### config.mk
export PLATFORM = sky130hd
export DESIGN_NAME = um32_register_alu_execute
export DESIGN_NICKNAME = d
export VERILOG_FILES = /design/src/hw/rtl/um32_pkg.sv /design/src/hw/rtl/um32_front.sv /design/src/hw/rtl/um32_queue.sv /design/src/hw/rtl/um32_div.sv /design/src/hw/rtl/um32_back.sv /design/src/hw/rtl/um32_register_alu_execute.sv
export SDC_FILE = /design/constraint.sdc
export NUM_CORES = 2
export LEC_CHECK = 0
export ABC_AREA = 1
export BUFFER_PORTS_ARGS = -buffer_cell sky130_fd_sc_hd__buf_4
export CORE_MARGIN = 2
export CORE_UTILIZATION = 57
export CTS_BUF_LIST = sky130_fd_sc_hd__clkbuf_16
export CTS_CLUSTER_SIZE = 16
export DETAILED_ROUTE_END_ITERATION = 12
export PLACE_DENSITY = 0.73
export SLEW_MARGIN = 20
export SYNTH_ARGS = -nofsm -noshare
export SYNTH_HDL_FRONTEND = slang
export SYNTH_SLANG_ARGS = --single-unit
export TNS_END_PERCENT = 30
### constraint.sdc
create_clock -name clk -period 17.05 [get_ports clk]
set_clock_uncertainty 0.15 [all_clocks]
set_input_delay 3.41 -clock clk [delete_from_list [all_inputs] [get_ports clk]]
set_output_delay 3.41 -clock clk [all_outputs]
set_load 0.01 [all_outputs]
### src/hw/rtl/um32_pkg.sv
// Shared types and constants for the um32 register ALU execute unit.
// Operation codes, internal operation classes and the queue entry type.
// No dependencies.
`default_nettype none

package um32_pkg;

    // Operation codes as they arrive on the cmd field
    localparam logic [2:0] CMD_CMOV = 3'd0;
    localparam logic [2:0] CMD_ADD  = 3'd1;
    localparam logic [2:0] CMD_MUL  = 3'd2;
    localparam logic [2:0] CMD_DIV  = 3'd3;
    localparam logic [2:0] CMD_NAND = 3'd4;
    localparam logic [2:0] CMD_LDI  = 3'd5;

    // Operation classes decided by the front end; unused codes become CLS_NOP
    localparam logic [2:0] CLS_NOP  = 3'd0;
    localparam logic [2:0] CLS_MOVE = 3'd1;
    localparam logic [2:0] CLS_ADD  = 3'd2;
    localparam logic [2:0] CLS_MUL  = 3'd3;
    localparam logic [2:0] CLS_DIV  = 3'd4;
    localparam logic [2:0] CLS_NAND = 3'd5;
    localparam logic [2:0] CLS_LDI  = 3'd6;

    localparam int IDX_W   = 3;
    localparam int IMM_W   = 25;
    localparam int DATA_W  = 32;
    localparam int QUEUE_DEPTH = 2;

    typedef struct packed {
        logic [2:0]       cls;
        logic [IDX_W-1:0] reg_a;
        logic [IDX_W-1:0] reg_b;
        logic [IDX_W-1:0] reg_c;
        logic [IMM_W-1:0] immediate;
    } um32_item_t;

endpackage

`default_nettype wire

### src/hw/rtl/um32_front.sv
// Front end of the um32 execute unit: takes input transfers and classifies them.
// Depends on um32_pkg.
`default_nettype none

module um32_front (
    input  logic                   clk,
    input  logic                   rst_n,
    input  logic                   in_valid,
    output logic                   in_stall,
    input  logic [2:0]             cmd,
    input  logic [2:0]             reg_a,
    input  logic [2:0]             reg_b,
    input  logic [2:0]             reg_c,
    input  logic [24:0]            immediate,
    input  logic                   q_full,
    output logic                   push,
    output um32_pkg::um32_item_t   push_item
);
    import um32_pkg::*;

    logic       front_valid_reg;
    logic       front_valid_next;
    um32_item_t item_reg;
    um32_item_t item_next;
    logic       accept;
    logic [2:0] cls;

    always_comb
    begin
        case (cmd)
            CMD_CMOV: cls = CLS_MOVE;
            CMD_ADD:  cls = CLS_ADD;
            CMD_MUL:  cls = CLS_MUL;
            CMD_DIV:  cls = CLS_DIV;
            CMD_NAND: cls = CLS_NAND;
            CMD_LDI:  cls = CLS_LDI;
            default:  cls = CLS_NOP;
        endcase
    end

    assign in_stall  = front_valid_reg && q_full;
    assign accept    = in_valid && !in_stall;
    assign push      = front_valid_reg && !q_full;
    assign push_item = item_reg;

    always_comb
    begin
        front_valid_next = front_valid_reg;
        item_next        = item_reg;
        if (accept)
        begin
            front_valid_next    = 1'b1;
            item_next.cls       = cls;
            item_next.reg_a     = reg_a;
            item_next.reg_b     = reg_b;
            item_next.reg_c     = reg_c;
            item_next.immediate = immediate;
        end
        else if (push)
        begin
            front_valid_next = 1'b0;
        end
    end

    always_ff @(posedge clk or negedge rst_n)
    begin
        if (!rst_n)
        begin
            front_valid_reg <= 1'b0;
        end
        else
        begin
            front_valid_reg <= front_valid_next;
        end
    end

    always_ff @(posedge clk)
    begin
        item_reg <= item_next;
    end

endmodule

`default_nettype wire

### src/hw/rtl/um32_queue.sv
// Short in-order queue between the front and back ends of the um32 unit.
// Depends on um32_pkg.
`default_nettype none

module um32_queue (
    input  logic                   clk,
    input  logic                   rst_n,
    input  logic                   push,
    input  um32_pkg::um32_item_t   push_item,
    input  logic                   pop,
    output um32_pkg::um32_item_t   head,
    output logic                   full,
    output logic                   empty
);
    import um32_pkg::*;

    localparam int PTR_W = (QUEUE_DEPTH > 1) ? $clog2(QUEUE_DEPTH) : 1;
    localparam int CNT_W = $clog2(QUEUE_DEPTH + 1);
    localparam logic [CNT_W-1:0] CNT_FULL = CNT_W'(QUEUE_DEPTH);
    localparam logic [PTR_W-1:0] PTR_LAST = PTR_W'(QUEUE_DEPTH - 1);

    um32_item_t       slot_reg [QUEUE_DEPTH];
    logic [PTR_W-1:0] wr_ptr_reg;
    logic [PTR_W-1:0] wr_ptr_next;
    logic [PTR_W-1:0] rd_ptr_reg;
    logic [PTR_W-1:0] rd_ptr_next;
    logic [CNT_W-1:0] count_reg;
    logic [CNT_W-1:0] count_next;
    logic             do_push;
    logic             do_pop;

    assign full    = (count_reg == CNT_FULL);
    assign empty   = (count_reg == '0);
    assign head    = slot_reg[rd_ptr_reg];
    assign do_push = push && !full;
    assign do_pop  = pop && !empty;

    always_comb
    begin
        wr_ptr_next = wr_ptr_reg;
        rd_ptr_next = rd_ptr_reg;
        count_next  = count_reg;
        if (do_push)
        begin
            wr_ptr_next = (wr_ptr_reg == PTR_LAST) ? '0 : wr_ptr_reg + 1'b1;
        end
        if (do_pop)
        begin
            rd_ptr_next = (rd_ptr_reg == PTR_LAST) ? '0 : rd_ptr_reg + 1'b1;
        end
        if (do_push && !do_pop)
        begin
            count_next = count_reg + 1'b1;
        end
        else if (do_pop && !do_push)
        begin
            count_next = count_reg - 1'b1;
        end
    end

    always_ff @(posedge clk or negedge rst_n)
    begin
        if (!rst_n)
        begin
            wr_ptr_reg <= '0;
            rd_ptr_reg <= '0;
            count_reg  <= '0;
        end
        else
        begin
            wr_ptr_reg <= wr_ptr_next;
            rd_ptr_reg <= rd_ptr_next;
            count_reg  <= count_next;
        end
    end

    always_ff @(posedge clk)
    begin
        if (do_push)
        begin
            slot_reg[wr_ptr_reg] <= push_item;
        end
    end

endmodule

`default_nettype wire

### src/hw/rtl/um32_div.sv
// Radix-2 restoring divider for the um32 unit, one quotient bit per cycle.
// Depends on um32_pkg.
`default_nettype none

module um32_div (
    input  logic                          clk,
    input  logic                          rst_n,
    input  logic                          start,
    input  logic [um32_pkg::DATA_W-1:0]   dividend,
    input  logic [um32_pkg::DATA_W-1:0]   divisor,
    output logic                          done,
    output logic [um32_pkg::DATA_W-1:0]   quotient
);
    import um32_pkg::*;

    localparam int CNT_W = $clog2(DATA_W);
    localparam logic [CNT_W-1:0] CNT_LAST = CNT_W'(DATA_W - 1);

    logic              busy_reg;
    logic              busy_next;
    logic              done_reg;
    logic              done_next;
    logic [CNT_W-1:0]  cnt_reg;
    logic [CNT_W-1:0]  cnt_next;
    logic [DATA_W-1:0] rem_reg;
    logic [DATA_W-1:0] rem_next;
    logic [DATA_W-1:0] quo_reg;
    logic [DATA_W-1:0] quo_next;
    logic [DATA_W-1:0] dvs_reg;
    logic [DATA_W-1:0] dvs_next;
    logic [DATA_W:0]   shifted;
    logic [DATA_W:0]   diff;
    logic              fits;

    // Bring down the next dividend bit and try a subtraction.
    assign shifted = {rem_reg, quo_reg[DATA_W-1]};
    assign diff    = shifted - {1'b0, dvs_reg};
    assign fits    = !diff[DATA_W];

    assign done     = done_reg;
    assign quotient = quo_reg;

    always_comb
    begin
        busy_next = busy_reg;
        done_next = 1'b0;
        cnt_next  = cnt_reg;
        rem_next  = rem_reg;
        quo_next  = quo_reg;
        dvs_next  = dvs_reg;
        if (start)
        begin
            busy_next = 1'b1;
            cnt_next  = '0;
            rem_next  = '0;
            quo_next  = dividend;
            dvs_next  = divisor;
        end
        else if (busy_reg)
        begin
            rem_next = fits ? diff[DATA_W-1:0] : shifted[DATA_W-1:0];
            quo_next = {quo_reg[DATA_W-2:0], fits};
            cnt_next = cnt_reg + 1'b1;
            if (cnt_reg == CNT_LAST)
            begin
                busy_next = 1'b0;
                done_next = 1'b1;
            end
        end
    end

    always_ff @(posedge clk or negedge rst_n)
    begin
        if (!rst_n)
        begin
            busy_reg <= 1'b0;
            done_reg <= 1'b0;
            cnt_reg  <= '0;
        end
        else
        begin
            busy_reg <= busy_next;
            done_reg <= done_next;
            cnt_reg  <= cnt_next;
        end
    end

    always_ff @(posedge clk)
    begin
        rem_reg <= rem_next;
        quo_reg <= quo_next;
        dvs_reg <= dvs_next;
    end

endmodule

`default_nettype wire

### src/hw/rtl/um32_back.sv
// Back end of the um32 unit: register file, execution sequencer and result register.
// Depends on um32_pkg and um32_div.
`default_nettype none

module um32_back #(
    parameter int NUM_REGS = 8
) (
    input  logic                          clk,
    input  logic                          rst_n,
    input  um32_pkg::um32_item_t          head,
    input  logic                          empty,
    output logic                          pop,
    output logic                          out_valid,
    input  logic                          out_stall,
    output logic                          wrote,
    output logic [2:0]                    dest_index,
    output logic [31:0]                   dest_value,
    output logic                          error
);
    import um32_pkg::*;

    localparam int RA_W = $clog2(NUM_REGS);

    localparam logic [2:0] S_IDLE = 3'd0;
    localparam logic [2:0] S_RDA  = 3'd1;
    localparam logic [2:0] S_EXEC = 3'd2;
    localparam logic [2:0] S_DIV  = 3'd3;
    localparam logic [2:0] S_WB   = 3'd4;

    logic [DATA_W-1:0]   rf_reg [NUM_REGS];
    logic [NUM_REGS-1:0] rf_valid_reg;
    logic [RA_W-1:0]     rd0_addr;
    logic [RA_W-1:0]     rd1_addr;
    logic [DATA_W-1:0]   rd0_data_reg;
    logic [DATA_W-1:0]   rd1_data_reg;
    logic                rf_we;

    logic [2:0]          state_reg;
    logic [2:0]          state_next;
    um32_item_t          item_reg;
    um32_item_t          item_next;
    logic [DATA_W-1:0]   vb_reg;
    logic [DATA_W-1:0]   vb_next;
    logic [DATA_W-1:0]   vc_reg;
    logic [DATA_W-1:0]   vc_next;
    logic [DATA_W-1:0]   res_reg;
    logic [DATA_W-1:0]   res_next;
    logic                wr_reg;
    logic                wr_next;
    logic                err_reg;
    logic                err_next;

    logic                out_valid_reg;
    logic                out_valid_next;
    logic                wrote_reg;
    logic                wrote_next;
    logic [IDX_W-1:0]    dest_index_reg;
    logic [IDX_W-1:0]    dest_index_next;
    logic [DATA_W-1:0]   dest_value_reg;
    logic [DATA_W-1:0]   dest_value_next;
    logic                error_reg;
    logic                error_next;

    logic                out_free;
    logic [2*DATA_W-1:0] product;
    logic                div_start;
    logic                div_done;
    logic [DATA_W-1:0]   div_quotient;

    um32_div u_div (
        .clk      (clk),
        .rst_n    (rst_n),
        .start    (div_start),
        .dividend (vb_reg),
        .divisor  (vc_reg),
        .done     (div_done),
        .quotient (div_quotient)
    );

    assign out_free   = !out_valid_reg || !out_stall;
    assign pop        = (state_reg == S_IDLE) && !empty;
    assign product    = vb_reg * vc_reg;
    assign div_start  = (state_reg == S_EXEC) && (item_reg.cls == CLS_DIV) && (vc_reg != '0);
    assign rf_we      = (state_reg == S_WB) && out_free && wr_reg;

    assign out_valid  = out_valid_reg;
    assign wrote      = wrote_reg;
    assign dest_index = dest_index_reg;
    assign dest_value = dest_value_reg;
    assign error      = error_reg;

    // Sources B and C are read on popping; A follows on the next cycle.
    always_comb
    begin
        if (state_reg == S_IDLE)
        begin
            rd0_addr = head.reg_b[RA_W-1:0];
            rd1_addr = head.reg_c[RA_W-1:0];
        end
        else
        begin
            rd0_addr = item_reg.reg_a[RA_W-1:0];
            rd1_addr = item_reg.reg_c[RA_W-1:0];
        end
    end

    always_comb
    begin
        state_next      = state_reg;
        item_next       = item_reg;
        vb_next         = vb_reg;
        vc_next         = vc_reg;
        res_next        = res_reg;
        wr_next         = wr_reg;
        err_next        = err_reg;
        out_valid_next  = out_valid_reg;
        wrote_next      = wrote_reg;
        dest_index_next = dest_index_reg;
        dest_value_next = dest_value_reg;
        error_next      = error_reg;

        if (out_valid_reg && !out_stall)
        begin
            out_valid_next = 1'b0;
        end

        case (state_reg)
            S_IDLE:
            begin
                if (!empty)
                begin
                    item_next  = head;
                    state_next = S_RDA;
                end
            end
            S_RDA:
            begin
                vb_next    = rd0_data_reg;
                vc_next    = rd1_data_reg;
                state_next = S_EXEC;
            end
            S_EXEC:
            begin
                // rd0_data_reg now holds the old value of A
                res_next   = rd0_data_reg;
                wr_next    = 1'b0;
                err_next   = 1'b0;
                state_next = S_WB;
                case (item_reg.cls)
                    CLS_MOVE:
                    begin
                        if (vc_reg != '0)
                        begin
                            res_next = vb_reg;
                            wr_next  = 1'b1;
                        end
                    end
                    CLS_ADD:
                    begin
                        res_next = vb_reg + vc_reg;
                        wr_next  = 1'b1;
                    end
                    CLS_MUL:
                    begin
                        res_next = product[DATA_W-1:0];
                        wr_next  = 1'b1;
                    end
                    CLS_DIV:
                    begin
                        if (vc_reg == '0)
                        begin
                            err_next = 1'b1;
                        end
                        else
                        begin
                            state_next = S_DIV;
                        end
                    end
                    CLS_NAND:
                    begin
                        res_next = ~(vb_reg & vc_reg);
                        wr_next  = 1'b1;
                    end
                    CLS_LDI:
                    begin
                        res_next = {{(DATA_W-IMM_W){1'b0}}, item_reg.immediate};
                        wr_next  = 1'b1;
                    end
                    default:
                    begin
                        wr_next = 1'b0;
                    end
                endcase
            end
            S_DIV:
            begin
                if (div_done)
                begin
                    res_next   = div_quotient;
                    wr_next    = 1'b1;
                    state_next = S_WB;
                end
            end
            S_WB:
            begin
                if (out_free)
                begin
                    out_valid_next  = 1'b1;
                    wrote_next      = wr_reg;
                    dest_index_next = item_reg.reg_a;
                    dest_value_next = res_reg;
                    error_next      = err_reg;
                    state_next      = S_IDLE;
                end
            end
            default:
            begin
                state_next = S_IDLE;
            end
        endcase
    end

    always_ff @(posedge clk or negedge rst_n)
    begin
        if (!rst_n)
        begin
            state_reg     <= S_IDLE;
            out_valid_reg <= 1'b0;
            rf_valid_reg  <= '0;
        end
        else
        begin
            state_reg     <= state_next;
            out_valid_reg <= out_valid_next;
            if (rf_we)
            begin
                rf_valid_reg[item_reg.reg_a[RA_W-1:0]] <= 1'b1;
            end
        end
    end

    always_ff @(posedge clk)
    begin
        item_reg       <= item_next;
        vb_reg         <= vb_next;
        vc_reg         <= vc_next;
        res_reg        <= res_next;
        wr_reg         <= wr_next;
        err_reg        <= err_next;
        wrote_reg      <= wrote_next;
        dest_index_reg <= dest_index_next;
        dest_value_reg <= dest_value_next;
        error_reg      <= error_next;
    end

    // Register file: one write port, two registered read ports.
    // Entries never written since reset read as zero.
    always_ff @(posedge clk)
    begin
        if (rf_we)
        begin
            rf_reg[item_reg.reg_a[RA_W-1:0]] <= res_reg;
        end
        rd0_data_reg <= rf_valid_reg[rd0_addr] ? rf_reg[rd0_addr] : '0;
        rd1_data_reg <= rf_valid_reg[rd1_addr] ? rf_reg[rd1_addr] : '0;
    end

endmodule

`default_nettype wire

### src/hw/rtl/um32_register_alu_execute.sv
// Top level of the um32 register ALU execute unit.
// Joins um32_front, um32_queue and um32_back; depends on um32_pkg.
`default_nettype none

//  Channel  | Handshake            | Fields
//  ---------+----------------------+--------------------------------------------
//  input    | in_valid, in_stall   | cmd, reg_a, reg_b, reg_c, immediate
//  output   | out_valid, out_stall | wrote, dest_index, dest_value, error
//
// An input transfer is taken into the front register, classified and moved to a
// two-entry queue. The back end takes one item at a time: it pops the queue,
// reads B and C, then A, from the register file, and executes. Move, add,
// multiply, nand, load immediate, divide by zero and unused codes go from pop
// through S_RDA, S_EXEC and S_WB to the result register; a divide by a nonzero
// value also waits in S_DIV for the radix-2 divider, one quotient bit per
// cycle, so divides set the sustained rate.
// Reset clears all control state and marks every register as zero; no clearing
// pass is needed. A stalled output holds the result register, the back end then
// waits in write-back, the queue fills and in_stall rises; the front keeps
// accepting one more item while the result waits to be taken.

module um32_register_alu_execute #(
    parameter int NUM_REGS = 8
) (
    input  logic        clk,
    input  logic        rst_n,
    input  logic        in_valid,
    output logic        in_stall,
    input  logic [2:0]  cmd,
    input  logic [2:0]  reg_a,
    input  logic [2:0]  reg_b,
    input  logic [2:0]  reg_c,
    input  logic [24:0] immediate,
    output logic        out_valid,
    input  logic        out_stall,
    output logic        wrote,
    output logic [2:0]  dest_index,
    output logic [31:0] dest_value,
    output logic        error
);
    import um32_pkg::*;

    logic       q_full;
    logic       q_empty;
    logic       q_push;
    logic       q_pop;
    um32_item_t q_push_item;
    um32_item_t q_head;

    um32_front u_front (
        .clk       (clk),
        .rst_n     (rst_n),
        .in_valid  (in_valid),
        .in_stall  (in_stall),
        .cmd       (cmd),
        .reg_a     (reg_a),
        .reg_b     (reg_b),
        .reg_c     (reg_c),
        .immediate (immediate),
        .q_full    (q_full),
        .push      (q_push),
        .push_item (q_push_item)
    );

    um32_queue u_queue (
        .clk       (clk),
        .rst_n     (rst_n),
        .push      (q_push),
        .push_item (q_push_item),
        .pop       (q_pop),
        .head      (q_head),
        .full      (q_full),
        .empty     (q_empty)
    );

    um32_back #(
        .NUM_REGS (NUM_REGS)
    ) u_back (
        .clk        (clk),
        .rst_n      (rst_n),
        .head       (q_head),
        .empty      (q_empty),
        .pop        (q_pop),
        .out_valid  (out_valid),
        .out_stall  (out_stall),
        .wrote      (wrote),
        .dest_index (dest_index),
        .dest_value (dest_value),
        .error      (error)
    );

endmodule

`default_nettype wire

; After elaboration in Yosys (flattened, before gate mapping)
; Memories as Yosys holds them, arrays and structs flattened. A register that Yosys moved wholly into a read port is not among the register bits.
; Cells that the tools add are included.
[op_classes]
add_sub_neg = 7
multipliers = 1
order_cmp = 4
bitwise_logic = 4
n_reduce_logical = 39
eq_ne = 20
mux = 48
[op_table]
columns = op, n
row1 = $mux W32, 5
row2 = $pmux W32 S5, 1
row3 = $pmux W32 S2, 1
row4 = $sub A33 B32 Y33, 1
row5 = $add A32 B32 Y32, 1
row6 = $and A32 B32 Y32, 1
row7 = $logic_not A32 Y1, 1
row8 = $mul A32 B32 Y32, 1
row9 = $not A32 Y32, 1
row10 = $reduce_bool A32 Y1, 1
row11 = $mux W1, 23
row12 = $mux W3, 7
row13 = $eq A3 B2 Y1 const B, 6
row14 = $eq A3 B3 Y1 const B, 6
row15 = $pmux W3 S6, 1
row16 = $pmux W3 S5, 1
row17 = $logic_and A1 B1 Y1, 14
row18 = $lt A3 B4 Y1 const B, 3
row19 = $logic_not A1 Y1, 10
row20 = $mux W5, 2
row21 = $eq A3 B1 Y1 const B, 3
row22 = $or A8 B8 Y8, 1
row23 = $reduce_bool A2 Y1, 4
row24 = $bmux W1 S3, 2
row25 = other kinds (19), 26
[word_totals]
regBits = 326
mem_bits_rw = 330
inputBits = 41
n_memories = 2
out_inout_bits = 39
elab_cells = 156
[memory_table]
columns = name, depth, width, rd, rd_clocked_by_memory_dff, wr, line
row1 = u_back.rf_reg, 8, 32, 2, 2, 1, um32_back.sv:30  ; logic [DATA_W-1:0] rf_reg [NUM_REGS];
row2 = u_queue.slot_reg, 2, 37, 1, 0, 1, um32_queue.sv:22  ; um32_item_t slot_reg [QUEUE_DEPTH];

; Logic depth before layout (Yosys ltp)
[depth]
depth_word = 8
ltp_mapped = 36
depth_no_buf = 34

; By module
; From an unflattened synthesis, not the netlist that was laid out.
[hier_totals]
cells_unflattened = 6032
hier_area_um2 = 51369.3
[modules_own_cells]
columns = mod, n_inst, area_each_um2, seq_area_each_um2, cells_each
row1 = um32_back, 1, 40349.9, 14343.8, 4724
row2 = um32_div, 1, 6874.1, 2737.6, 1028
row3 = um32_queue, 1, 2942.8, 2322.2, 225
row4 = um32_front, 1, 1202.4, 1136.1, 55

; Worst setup path before layout
; OpenSTA, ideal clock, no wires.
[synth_path]
path_type = register -> register
startpoint = reg u_back.vc_reg[2]
endpoint = reg u_back.res_reg[27], data pin
synth_period_minus_slack_ns = 6.925
required_ns = 16.648
path_buffers = 2
t_arrival_ns = 6.523
setup_time_ns = 0.252
setup_slack_ns = 10.125
stages_incl_launch_ff = 28
cell_sequence = edfxtp_1 > clkbuf_1 > clkbuf_1 > nand2_1 > inv_1 > fa_1 > inv_1 > fa_1 > fa_1 > fa_1 > inv_1 > fa_1 > inv_1 > fa_1 > inv_1 > fa_1 > fa_1 > ha_1 > a21oi_1 > o21ai_0 > a21oi_1 > nand3_1 > a21o_1 > or2_2 > nand3_1 > nand3_1 > nand2_1 > nand2_1
[synth_between]
elab_chain_len = 4
word_cells_on_any_way = 6
cone_classes = 1 x add/sub / 1 x mul / 3 x mux / 1 x reduce/logical
[synth_lines]
columns = item, line
row1 = start: declaration, um32_back.sv:44  ; logic [DATA_W-1:0] vc_reg;
row2 = start signal: assignment, um32_back.sv:246  ; vc_reg <= vc_next;
row3 = "parallel branches: the longest is 2 deep, another holds $mul A32 B32 Y32", n/a
row4 = $pmux W32 S5 *, um32_back.sv:149  ; case (item_reg.cls)
row5 = $pmux W32 S2 *, um32_back.sv:127  ; case (state_reg)
row6 = named net u_back.res_next[27], um32_back.sv:47  ; logic [DATA_W-1:0] res_next;
row7 = end signal: assignment, um32_back.sv:247  ; res_reg <= res_next;
row8 = end: declaration, um32_back.sv:46  ; logic [DATA_W-1:0] res_reg;
; Mark *: on every way through the listed nets, which the timed path passes.
; A chain may end at the register's enable or synchronous reset.

; Worst setup path after layout
[layout_path]
startpoint = reg u_back.vb_reg[12]
endpoint = reg u_back.res_reg[24], data pin
[layout_between]
elab_chain_len = 3
word_cells_on_any_way = 4
cone_classes = 1 x add/sub / 1 x mul / 2 x mux
[layout_lines]
columns = item, line
row1 = start: declaration, um32_back.sv:42  ; logic [DATA_W-1:0] vb_reg;
row2 = start signal: assignment, um32_back.sv:245  ; vb_reg <= vb_next;
row3 = $mul A32 B32 Y32 / $add A32 B32 Y32 (equally long branches), "um32_back.sv:82, um32_back.sv:160"
row4 = $pmux W32 S5 *, um32_back.sv:149
row5 = $pmux W32 S2 *, um32_back.sv:127
row6 = named net u_back.res_next[24], um32_back.sv:47
; The timed path passes the listed nets; every way through them passes the cells marked *.

==> results.py <==
metrics = {
    "drt": {
        "wirelength_mm": 150.5,
        "routedWlPerCell_um": 22.08,
        "via_per_inst": 5.828,
        "dr.pass1.iters": 6,
        "drtIter0Drc": 4854,
        "drc": 0,
        "vias": 39710,
        "ant_nets": 0,
    },
    "finish": {
        "largest_reg_flops": 256,
        "area_delta_synth_final_pct": 8.026,
        "nets": 6234,
        "layout-drive-gt1-share_pct": 6.577,
    },
    "clock_tree": {
        "holdBufCountCts": 0,
        "cts_tree": "yes",
        "cts_sinks": 720,
        "numCtsBuffers": 75,
        "htreeDepth": 3,
        "cts_setup_buffers": 0,
        "clk_latency_ns": 0.67,
        "cts.clk_slew.worst_paths_ns": 0.07,
        "post_cts_resized": 0,
        "root_buffer": "clkbuf_16",
        "clockBufferDepth": 3,
    },
    "logic_synthesis": {
        "synth_area_leaders": "edfxtp_1 (36%), fa_1 (16%), nand2_1 (10%), inv_1 (7.9%), ha_1 (4.7%)",
        "yosysSeqAreaShare_pct": 41.03,
        "synth-xor-area-share_pct": 0.7873,
        "avgSynthCellArea_um2": 8.915,
        "synth_cells": 5615,
        "synth_compound_area_share_pct": 9.993,
        "yosys_warnings": 0,
        "synth_edf_count": 600,
        "synth_flop_cell": "edfxtp_1",
        "yosys.area_share.simple_pct": 15.89,
        "synth_top_area_share_pct": 35.99,
        "synth_top_family_by_area": "adder cells",
        "synth_area_leader_cell": "edfxtp_1",
        "synth.most_common_cell": "nand2_1",
        "synth-seq-cells": 720,
        "synth_area_um2": 50060,
        "synth_commonest_cells": "nand2_1 (1338), inv_1 (1047), edfxtp_1 (600)",
        "synthAdderAreaFrac_pct": 21.15,
        "synth_fp_nets": 6256,
        "synthMuxAreaShare_pct": 0.7598,
        "ys_types": 65,
        "postSynth.asyncResetShare_pct": 3.333,
    },
    "timing": {
        "slew_headroom_pct": 21.06,
        "setup_viol": 0,
        "rsz0062_at_grt": "false",
        "fin_setup_tns_ns": 0,
        "period_minus_slack_ns": 8.391,
        "finalCritPeriodShare_pct": 49.21,
        "slew_viol_final": 0,
        "tightestPinTransition_ns": 1.184,
        "clock.fmax_ghz": 0.1192,
        "hold_violations": 0,
    },
    "floorplan": {
        "core_area_um2": 86890,
        "die_h_um": 300.4,
        "ios": 80,
        "std_cell_rows": 108,
        "start_util_pct": 57.61,
        "dieArea_um2": 90210,
        "die_x_um": 300.4,
    },
    "hold_path": {
        "holdCritStartpoint": "u_back.rd1_data_reg[12]",
        "hold-path-cell-count": 0,
        "min_path_type": "flop to flop",
        "hold-path-endpoint": "u_back.vc_reg[12]",
    },
    "placement": {
        "hpwl_mm": 102.3,
        "gp_congestion": 1.036,
        "portBuffers": 79,
    },
    "critical_path": {
        "timing.rr.end": "u_back.res_reg[24]",
        "reg2reg_from": "u_back.vb_reg[12]",
        "required_ns": 17.31,
        "worstPathMaxFanout": 22,
        "cp.arrival_ns": 8.65,
        "start_kind": "flop",
        "worstRegToRegCells": 25,
        "end_kind": "flop",
        "r2r_setup_slack_ns": 8.66,
        "path_class": "flop to flop",
    },
    "global_route": {
        "grt_usage_pct": 33.71,
        "grt_pass1_vias": 39110,
        "grt_pass1_wl_mm": 229.3,
        "antenna_found_initial": 5,
        "grt_max_degree": 82,
        "overflow": 0,
    },
    "flow_run": {
        "drv_cap": 0,
    },
    "outcome": {
        "status": "completed",
    },
}
## worst max-delay path, stage by stage, from the launching register on
cell      delay (ns)
edfxtp_1        1.08
nand2_1         0.14
inv_1           0.12
fa_1            0.44
fa_1            0.51
fa_1            0.53
inv_1           0.05
fa_1            0.48
inv_1           0.05
fa_1            0.50
inv_1           0.06
fa_1            0.54
inv_1           0.05
fa_1            0.54
fa_1            0.44
ha_1            0.39
nand4_1         0.15
nor3_1          0.57
nand4_1         0.25
nand3_1         0.23
a21o_1          0.15
a21oi_1         0.05
o21ai_0         0.25
nand4_1         0.23
nand2_1         0.10
nand2_1         0.06
## cell families (layout without fill, tap and decap cells)
logic type / after synthesis / after routing
AO/OA/AOI/OAI: 901 / 901
XOR/XNOR: 45 / 45
adder cells (fa/ha/maj): 600 / 600
buffers and inverters: 1322 / 1363
flip-flops: 720 / 720
multiplexers: 34 / 34
other: 0 / 3
AND/OR/NAND/NOR: 1993 / 1993
## worst max-delay path by stage
stage	slack [ns]	to	startpoint	depth (start not counted)
after global routing	8.47	u_back.res_reg[24]	u_back.vb_reg[12]	25
after floorplan	10.13	u_back.res_reg[27]	u_back.vc_reg[2]	27
after CTS	8.83	u_back.res_reg[24]	u_back.vb_reg[12]	25
final	8.66	u_back.res_reg[24]	u_back.vb_reg[12]	25
after detailed placement	8.93	u_back.res_reg[24]	u_back.vb_reg[12]	25
after global placement	8.58	u_back.res_reg[24]	u_back.vc_reg[9]	24
## per-layer routing
layer | vias to the layer above | track usage, % | share of wire, %
met2 | 2377 | 51.86 | 45
li1 | 17800 | - | -
met3 | 425 | 7.277 | 12
met4 | 6 | 15.89 | 5.3
met5 | - | 0.4233 | 0.051
met1 | 19100 | 45.85 | 38
## metrics by stage
| stage | setup slack (ns) | hold WS (ns) | utilization, % | instance area, um^2 | instances |
|---|---|---|---|---|---|
| final | 8.659 | 0.2473 | 62.24 | 54080 | 6814 |
| after global routing | 8.471 | 0.2570 | 62.23 | 54070 | 6813 |
| after global placement | 8.583 | 0.2364 | 59.45 | 51650 | 6668 |
| after detailed placement | 8.930 | 0.2387 | 59.49 | 51690 | 6670 |
| after CTS | 8.833 | 0.2489 | 62.21 | 54050 | 6810 |
| after floorplan | 10.13 | 0.2355 | - | 50060 | 5615 |
## layout make-up
type | count | area (um^2)
Fill cell | 7201 | 32810
Multi-Input combinational cell | 3573 | 24470
Sequential cell | 720 | 20540
Inverter | 1058 | 3976
Clock buffer | 75 | 1877
Tap cell | 1155 | 1445
Timing Repair Buffer | 165 | 1271
Clock inverter | 65 | 486.7
Antenna cell | 3 | 7.507
## placed cells by master (no fill, tap or decap), drive strengths merged, types with 24 or more instances in the layout
master,synthesis,final
dfrtp,24,24
buf,103,165
edfxtp,600,600
clkbuf,161,75
o21ai,502,502
mux2,32,32
a21oi,185,185
inv,1057,1079
nand4,36,36
xor2,28,28
o22ai,115,115
clkinv,1,38
fa,410,410
ha,190,190
nor3,29,29
nor2,421,421
nand3,114,114
nand2,1344,1344
dfxtp,96,96
Power is left out: the tool's default activity adds up to more than one toggle a clock period on the data nets, which glitch-free logic cannot reach.
